===== src/hw/rtl/obf_pkg.sv =====
`default_nettype none

package obf_pkg;

  // Defaults for the top-level parameters
  localparam int SAMPLE_WIDTH_DEF   = 24;
  localparam int COEF_FRAC_BITS_DEF = 29;

  // Coefficient registers are always 32-bit signed
  localparam int COEF_WIDTH    = 32;
  localparam int CFG_IDX_WIDTH = 3;

  // Configuration register indexes
  localparam logic [CFG_IDX_WIDTH-1:0] REG_B0 = 3'd0;
  localparam logic [CFG_IDX_WIDTH-1:0] REG_B1 = 3'd1;
  localparam logic [CFG_IDX_WIDTH-1:0] REG_B2 = 3'd2;
  localparam logic [CFG_IDX_WIDTH-1:0] REG_A1 = 3'd3;
  localparam logic [CFG_IDX_WIDTH-1:0] REG_A2 = 3'd4;

  // Commands from the controller to the datapath
  typedef struct packed {
    logic load;        // capture the accepted input item
    logic mul;         // register the five products
    logic sub2;        // operands of the second sub-step
    logic add;         // first adder level
    logic sum_first;   // final sum, keep as first sub-step value
    logic sum_commit;  // final sum, write output and update history
  } obf_cmd_t;

  // Status from the datapath to the controller
  typedef struct packed {
    logic out_free;    // output register can take a new result this cycle
  } obf_stat_t;

endpackage

`default_nettype wire


===== src/hw/rtl/obf_ctrl.sv =====
`default_nettype none

module obf_ctrl (
  input  wire                 clk,
  input  wire                 rst,
  input  wire                 s_tvalid,
  output logic                s_tready,
  output obf_pkg::obf_cmd_t   cmd,
  input  obf_pkg::obf_stat_t  stat
);
  import obf_pkg::*;

  typedef enum logic [6:0] {
    S_IDLE = 7'b0000001,
    S_MUL1 = 7'b0000010,
    S_ADD1 = 7'b0000100,
    S_SUM1 = 7'b0001000,
    S_MUL2 = 7'b0010000,
    S_ADD2 = 7'b0100000,
    S_SUM2 = 7'b1000000
  } obf_state_t;

  obf_state_t state;
  obf_state_t state_next;

  assign s_tready = (state == S_IDLE);

  // Sequence: two sub-steps of multiply, add, sum/round/saturate
  always_comb begin
    state_next = state;
    cmd        = '0;
    unique case (state)
      S_IDLE: begin
        if (s_tvalid) begin
          cmd.load   = 1'b1;
          state_next = S_MUL1;
        end
      end
      S_MUL1: begin
        cmd.mul    = 1'b1;
        state_next = S_ADD1;
      end
      S_ADD1: begin
        cmd.add    = 1'b1;
        state_next = S_SUM1;
      end
      S_SUM1: begin
        cmd.sum_first = 1'b1;
        state_next    = S_MUL2;
      end
      S_MUL2: begin
        cmd.mul    = 1'b1;
        cmd.sub2   = 1'b1;
        state_next = S_ADD2;
      end
      S_ADD2: begin
        cmd.add    = 1'b1;
        state_next = S_SUM2;
      end
      S_SUM2: begin
        // hold here while the previous result is still unread
        if (stat.out_free) begin
          cmd.sum_commit = 1'b1;
          state_next     = S_IDLE;
        end
      end
      default: begin
        state_next = S_IDLE;
      end
    endcase
  end

  always_ff @(posedge clk) begin
    if (rst) begin
      state <= S_IDLE;
    end else begin
      state <= state_next;
    end
  end

endmodule

`default_nettype wire


===== config.mk =====
export PLATFORM = sky130hd
export DESIGN_NAME = obf_ctrl
export DESIGN_NICKNAME = d
export VERILOG_FILES = /design/src/hw/rtl/obf_pkg.sv /design/src/hw/rtl/obf_ctrl.sv
export SDC_FILE = /design/constraint.sdc
export NUM_CORES = 1
export LEC_CHECK = 0
export BUFFER_PORTS_ARGS = -buffer_cell sky130_fd_sc_hd__buf_4
export CAP_MARGIN = 20
export CORE_AREA = 2 2 39 41
export DETAILED_ROUTE_END_ITERATION = 6
export DIE_AREA = 0 0 41 43
export GPL_TIMING_DRIVEN = 0
export SLEW_MARGIN = 15
export SYNTH_ARGS = -nofsm -noshare
export SYNTH_HDL_FRONTEND = slang
export SYNTH_SLANG_ARGS = --single-unit

===== constraint.sdc =====
create_clock -name clk -period 1.53 [get_ports clk]
set_clock_uncertainty 0.05 [all_clocks]
set_input_delay 0.306 -clock clk [delete_from_list [all_inputs] [get_ports clk]]
set_output_delay 0.306 -clock clk [all_outputs]
set_load 0.01 [all_outputs]

Word-level counts from Yosys, hierarchy flattened --
Cells that the tools add are included.
Storage, ports and cells: register bits after elaboration 7, input port bits 4, output and inout port bits 7, word-level logic and storage cells 24
Cells by class: equality and inequality tests 9, mux-type cells 11, reductions and logical operators 3
Operators by type and width (count):
- $pmux 7 s7 | 1
- $mux 7 | 2
- $mux 1 | 8
- $eq 7x1->1 const B | 1
- $eq 7x2->1 const B | 1
- $eq 7x3->1 const B | 1
- $eq 7x4->1 const B | 1
- $eq 7x5->1 const B | 1
- $eq 7x6->1 const B | 1
- $eq 7x7->1 const B | 1
- $ne 2x2->1 const B | 2
- $reduce_or 2->1 | 2
- $reduce_and 2->1 | 1

Longest topological paths before layout --
Gate-level depths: netlist of run 1.
depth in word-level cells 3, depth in mapped cells 5, depth with buffers taken out 4

Worst setup path before layout of run 1 --
Ideal clock, no wire load.
kind reg-to-output, from register state[3], to output cmd[0] (netlist name), arrival time 1.285 ns, data required time 1.174 ns, setup slack -0.111 ns, cell stages (with the launch flop) 5, path buffers 1, path through dfxtp_1 > buf_12 > or4_4 > nor2_4 > and4b_1
RTL lines:
- start: declaration | RTL line obf_ctrl.sv:23 | obf_state_t state;
- start signal: assignment | RTL line obf_ctrl.sv:77 | state <= state_next;
- end: declaration | RTL line obf_ctrl.sv:8 | output obf_pkg::obf_cmd_t cmd,

==> reports/metrics.yaml, run 1 <==
worst_slew_pin_slew_ns: 0.4842
power_frac_clock: 0.338
ant_nets: 0
place_area_um2: 565.5
top_register: "state"
hold_end: "state[1]"
ios: 11
gp_congestion: 0.7280
drtIter0Drc: 13
min_from: "rst"
synth_area_leaders: "dfxtp_1, nor4_4, and4b_1, buf_12, nor2_1"
ys_seq_area_frac: 0.3011
drt-pass1-iter-count: 4
synth_top_area_cell: "dfxtp_1"
clk_pin_slew_worst_paths_ns: 0.05
num_rows: 14
switching_share: 0.2811
ys.warnings.count: 0
grt_max_degree: 10
rsz0062_at_grt: "true"
power_density_mw_per_mm2: 659.3
fin_tns_setup_ns: -1.558
dp_hpwl_um: 673.2
vdd_drop_max_mv: 0.3468
r2r-start: "state[5]"
slowest_stage: "or4_4"
finalPower_mw: 0.5082
cts_buffers: 3
postSynthNetCount: 54
grtUsageTotal: 0.1757
leakagePower_nw: 0.3444
die_x_um: 41
dr_total_vias: 471
outcome: "finished with violations"
cts_tree: "done"
h-tree-depth: 1
path_class: "register to primary output"
portBuffers: 10
dp_slack_ns: -0.2035
layout_setup_ws_ns: -0.3792
die_area_mm2: 0.001763
yosysTopAreaCellShare: 0.3011
syn_area_per_cell_um2: 9.309
r2r_slack_ns: 0
setup_viol: 8
synth_compound_area_frac: 0.1183
synth.area.mux_share: 0
min_period_over_period: 1.248
finalNetCount: 79
required_ns: 1.17
internal_power_mw: 0.3653
crit_fanout: 2
synthSimpleGateAreaFrac: 0.4328
ys.flop_type: "dfxtp_1"
drcViolationCount: 0
core_area_mm2: 0.001384
area_delta_synth_final_pct: 65.59
synth_top_family_by_area: "simple AND/OR/NAND/NOR gates"
p_switching_mw: 0.1428
synth_area_um2: 465.4
clock_path_buffers: 2
p_seq_frac: 0.369
maxSlewViolCount: 0
drive_gt1_frac: 0.6351
crit_arrival_ns: 1.55
combPwrFrac: 0.293
violations: "setup timing"
reg_top3: "state (7)"
final_area_um2: 770.7
finalWirelength_mm: 1.279
fin_util: 0.5570
cp_cell_sequence: "or4_4 > nor2_4 > and4b_1 > buf_6"
grt_pass1_vias: 460
drv_cap: 0
largest_register_ffs: 7
wl_per_cell_um: 14.21
clkLatencyLatePin_ns: 0.25
relSlewSlack: 0.6765
cts_sinks: 7
end_kind: "primary output"
synthArstFlopShare: 0
critPathMaxStageDelay_ns: 0.55
vias_per_cell: 5.233
synthAdderAreaFrac: 0
antenna_found_initial: 0
hold_depth: 2
min_period_ns: 1.909
finalHoldViolations: 0
diodes: 0
r2r_cells: 6
synth-seq-cells: 7
grt_overflow: 0
grt_pass1_wl_mm: 2.097
start_util: 0.3363
synth-xor-area-share: 0.05645
max_freq_ghz: 0.5238
reg2reg_to: "state[0]"
hp-class: "input pin to register"
critPathLaunchType: "register"
post_synth_num_cell_types: 30
cts-root-buf: "clkbuf_4"
die_h_um: 43
netlist_instances: 50
synth_edf_count: 0
-- power groups by stage --
stage	sequential (mW)	clock (mW)	combinational (mW)
finish	0.188	0.172	0.149
global route	0.188	0.189	0.160
CTS	0.188	0.171	0.131
detailed placement	0.204	0	0.0818
global placement	0.204	0	0.0812
floorplan	0.201	0	0.0560
-- worst max path at each step --
stage	endpoint	cells past startpoint	slack, ns	start
2_1_floorplan	cmd[0]	4	-0.10	state[4]
3_3_place_gp	cmd[0]	5	-0.20	state[4]
3_5_place_dp	cmd[0]	5	-0.20	state[4]
4_1_cts	cmd[0]	4	-0.38	state[0]
5_1_grt	cmd[0]	5	-0.42	state[4]
6_report	cmd[0]	4	-0.38	state[1]
-- logic make-up (layout without fill, tap and decap cells) --
family,after synthesis,count (layout)
simple gates,29,29
buf+inv,5,29
compound gates,6,6
xor+xnor,3,3
flops,7,7
-- area by class of cell --
type	instances	area, um2
Inverter	2	7.507
Tap cell	16	20.02
Buffer	2	22.52
Multi-Input combinational cell	38	355.3
Sequential cell	7	158.9
Timing Repair Buffer	21	180.2
Clock buffer	4	26.28
Fill cell	123	613.1
-- layout by cell type, fill, tap and decap left out, types with 2 or more instances in the layout --
| cell | instances |
|---|---|
| buf_4 | 15 |
| buf_6 | 8 |
| dfxtp_4 | 5 |
| nor2_1 | 3 |
| clkbuf_4 | 3 |
| nor4_4 | 2 |
| nor2_4 | 2 |
| and4b_1 | 2 |
| xnor2_1 | 2 |
| nor2b_1 | 2 |
| nand3b_1 | 2 |
| dfxtp_1 | 2 |
-- critical path: cells and delay by family (launching register included) --
kind | cells | cell delay, ns
buffers and inverters | 1 | 0.10
AND/OR/NAND/NOR | 3 | 0.86
flip-flops | 1 | 0.34
-- timing repair --
item / 4_1_cts / 5_1_grt
hold buffers: 0 / 0
resized for setup: 22 / 9
endpoints found under the setup margin: 7 / 11
pin swaps: 9 / 5
setup buffers: 9 / 3
-- per-layer routing --
layer  GRT usage  vias up  wire length, um
met5           0        -                0
met4     0.06000        0               10
met2      0.2813        8              692
li1            -      232                -
met1      0.2251      229              548
met3     0.03141        2               28
-- per-stage QoR --
stage,std cells,hold WS (ns)
finish,90,0.1842
global route,90,0.1759
CTS,88,0.1824
detailed placement,76,0.4371
global placement,76,0.4369
floorplan,50,0.3276
-- Yosys cell counts (all sizes together) (2+ instances only) --
master,instances
dfxtp,7
nor2,6
buf,3
nor3,3
and3,2
and3b,2
and4b,2
inv,2
nand2,2
nand3,2
nand3b,2
nor2b,2
nor4,2
xnor2,2
Power figures use the tool's default switching activity.
==> inputs of run 2 (changes only) <==
- SETUP_SLACK_MARGIN: default -> 0.05
- SLEW_MARGIN: 15 -> default
==> run 2 against run 1 <==
  * The run still ends with setup timing left
  * Power up 4.2%
  * Global-route usage increased by 1.7 points
  * Core utilization up 4.7 points
  * Cell area rose by 8.4%
  * Critical path depth unchanged
  * Die area unchanged
  * Critical path type unchanged
  * Critical endpoint unchanged
  * Largest power group unchanged
==> reports/metrics.yaml, run 2 (synthesized netlist as in run 1, its figures left out) <==
layout_setup_ws_ns: -0.3873  # was -0.3792 ns
hold_ws_ns: 0.1661  # was 0.1842 ns
dr_total_vias: 492  # was 471
postCtsHoldBufs: 0  # unchanged
min_period_ns: 1.917  # was 1.909 ns
grt_pass1_vias: 460  # unchanged
drcViolationCount: 0  # unchanged
top_register: "state"  # unchanged
violations: "setup timing"  # unchanged
grt_max_degree: 10  # unchanged
ant_nets: 0  # unchanged
num_rows: 14  # unchanged
r2r_cells: 7  # was 6
place_area_um2: 565.5  # unchanged
vias_per_cell: 5.125  # was 5.233
seq_area_um2: 161.4  # was 158.9 um2
antenna_found_initial: 0  # unchanged
leakagePower_nw: 0.3808  # was 0.3444 nW
grt_use_met3: 0.03141  # unchanged
max_freq_ghz: 0.5216  # was 0.5238 GHz
finalWirelength_mm: 1.374  # was 1.279 mm
n_fill_cell: 102  # was 123
use_met2: 0.2594  # was 0.2813
final_area_um2: 835.8  # was 770.7 um2
h-tree-depth: 1  # unchanged
reg_top3: "state (7)"  # unchanged
maxSlewViolCount: 0  # unchanged
final_common_cell: "buf_4"  # unchanged
crit_fanout: 2  # unchanged
relSlewSlack: 0.6702  # was 0.6765
r2r-start: "state[3]"  # was state[5]
drv_cap: 0  # unchanged
diodes: 0  # unchanged
critPathLaunch: "state[0]"  # was state[1]
fin_util: 0.6040  # was 0.5570
drive_gt1_frac: 0.7125  # was 0.6351
ios: 11  # unchanged
cts_buffers: 3  # unchanged
min_from: "rst"  # unchanged
grt_pass1_wl_mm: 2.187  # was 2.097 mm
core_area_mm2: 0.001384  # unchanged
clk_pin_slew_worst_paths_ns: 0.06  # was 0.05 ns
met1_usage: 0.2508  # was 0.2251
cts-root-buf: "clkbuf_4"  # unchanged
min_period_over_period: 1.253  # was 1.248
dp_hpwl_um: 671.7  # was 673.2 um
area_delta_synth_final_pct: 79.57  # was 65.59%
largest_register_ffs: 7  # unchanged
multi_input_area_um2: 361.6  # was 355.3 um2
clkLatencyLatePin_ns: 0.26  # was 0.25 ns
drt-pass1-iter-count: 3  # was 4
drtIter0Drc: 8  # was 13
power_density_mw_per_mm2: 633.3  # was 659.3 mW/mm2
hp-class: "input pin to register"  # unchanged
fin_tns_setup_ns: -1.638  # was -1.558 ns
layout_common_cells: "buf_4, buf_6, dfxtp_4, nor2_2, clkbuf_4"  # was buf_4, buf_6, dfxtp_4, nor2_1, clkbuf_4
grt_busiest_layer: "met2"  # unchanged
finalNetCount: 85  # was 79
wl_per_cell_um: 14.31  # was 14.21 um
cts_sinks: 7  # unchanged
reg2reg_to: "state[2]"  # was state[0]
end_kind: "primary output"  # unchanged
worst_slew_pin_slew_ns: 0.4937  # was 0.4842 ns
grtUsageTotal: 0.1928  # was 0.1757
hold_end: "state[1]"  # unchanged
required_ns: 1.17  # about the same
finalHoldViolations: 0  # unchanged
setup_viol: 8  # unchanged
path_class: "register to primary output"  # unchanged
portBuffers: 10  # unchanged
r2r_slack_ns: -0.06  # was 0 ns
die_x_um: 41  # unchanged
grt_overflow: 0  # unchanged
clock_path_buffers: 2  # unchanged
die_h_um: 43  # unchanged
crit_arrival_ns: 1.56  # was 1.55 ns
hold_depth: 2  # unchanged
outcome: "finished with violations"  # unchanged
gp_congestion: 0.7280  # unchanged
rsz0062_at_grt: "true"  # unchanged
die_area_mm2: 0.001763  # unchanged
cts_tree: "done"  # unchanged
vdd_drop_max_mv: 0.4614  # was 0.3468 mV
start_util: 0.3363  # unchanged
critPathLaunchType: "register"  # unchanged
-- run 2: final cells by class --
| cell class | count | share of cell area |
|---|---|---|
| well taps | 16 | 0.02395 |
| clock buffers | 4 | 0.03144 |
| plain buffers | 1 | 0.01347 |
| multi-input cells | 38 | 0.4326 |
| inverters | 2 | 0.008982 |
| flip-flops and latches | 7 | 0.1931 |
| repair buffers | 28 | 0.2964 |
-- run 2: how the worst max path moves through the flow --
stage                   to  slack [ns]
floorplan           cmd[0]       -0.10
global placement    cmd[0]       -0.20
detailed placement  cmd[0]       -0.21
CTS                 cmd[0]       -0.39
global route        cmd[0]       -0.43
finish              cmd[0]       -0.39
-- run 2: through the flow --
| step | setup WS, ns | std cells | power (mW) |
|---|---|---|---|
| after floorplan | -0.1024 | 50 | 0.2570 |
| after CTS | -0.3937 | 92 | 0.5111 |
| after global routing | -0.4278 | 96 | 0.5586 |
| after detailed placement | -0.2058 | 76 | 0.2860 |
| final | -0.3873 | 96 | 0.5293 |
| after global placement | -0.1985 | 76 | 0.2855 |
-- run 2: where the power goes --
part	switching, mW	internal (mW)
clock	0.0795	0.100
combinational	0.0700	0.0920
sequential	0.00432	0.183
total	0.154	0.376
-- run 2: timing repair --
action,in CTS,in global routing
setup buffers,13,5
pin swaps,15,8
resized for setup,29,10
hold endpoints to repair,0,0
setup endpoints to repair,9,12
-- run 2: layer usage --
layer	vias up	wire length, um
met4	0	67
met3	6	24
met1	237	646
met5	-	0
li1	240	-
met2	9	635
-- run 2: critical path, stage by stage, from the launching register on --
cell	delay, ns
dfxtp_4	0.34
or4_4	0.55
nor2_4	0.10
and4b_1	0.21
buf_6	0.10
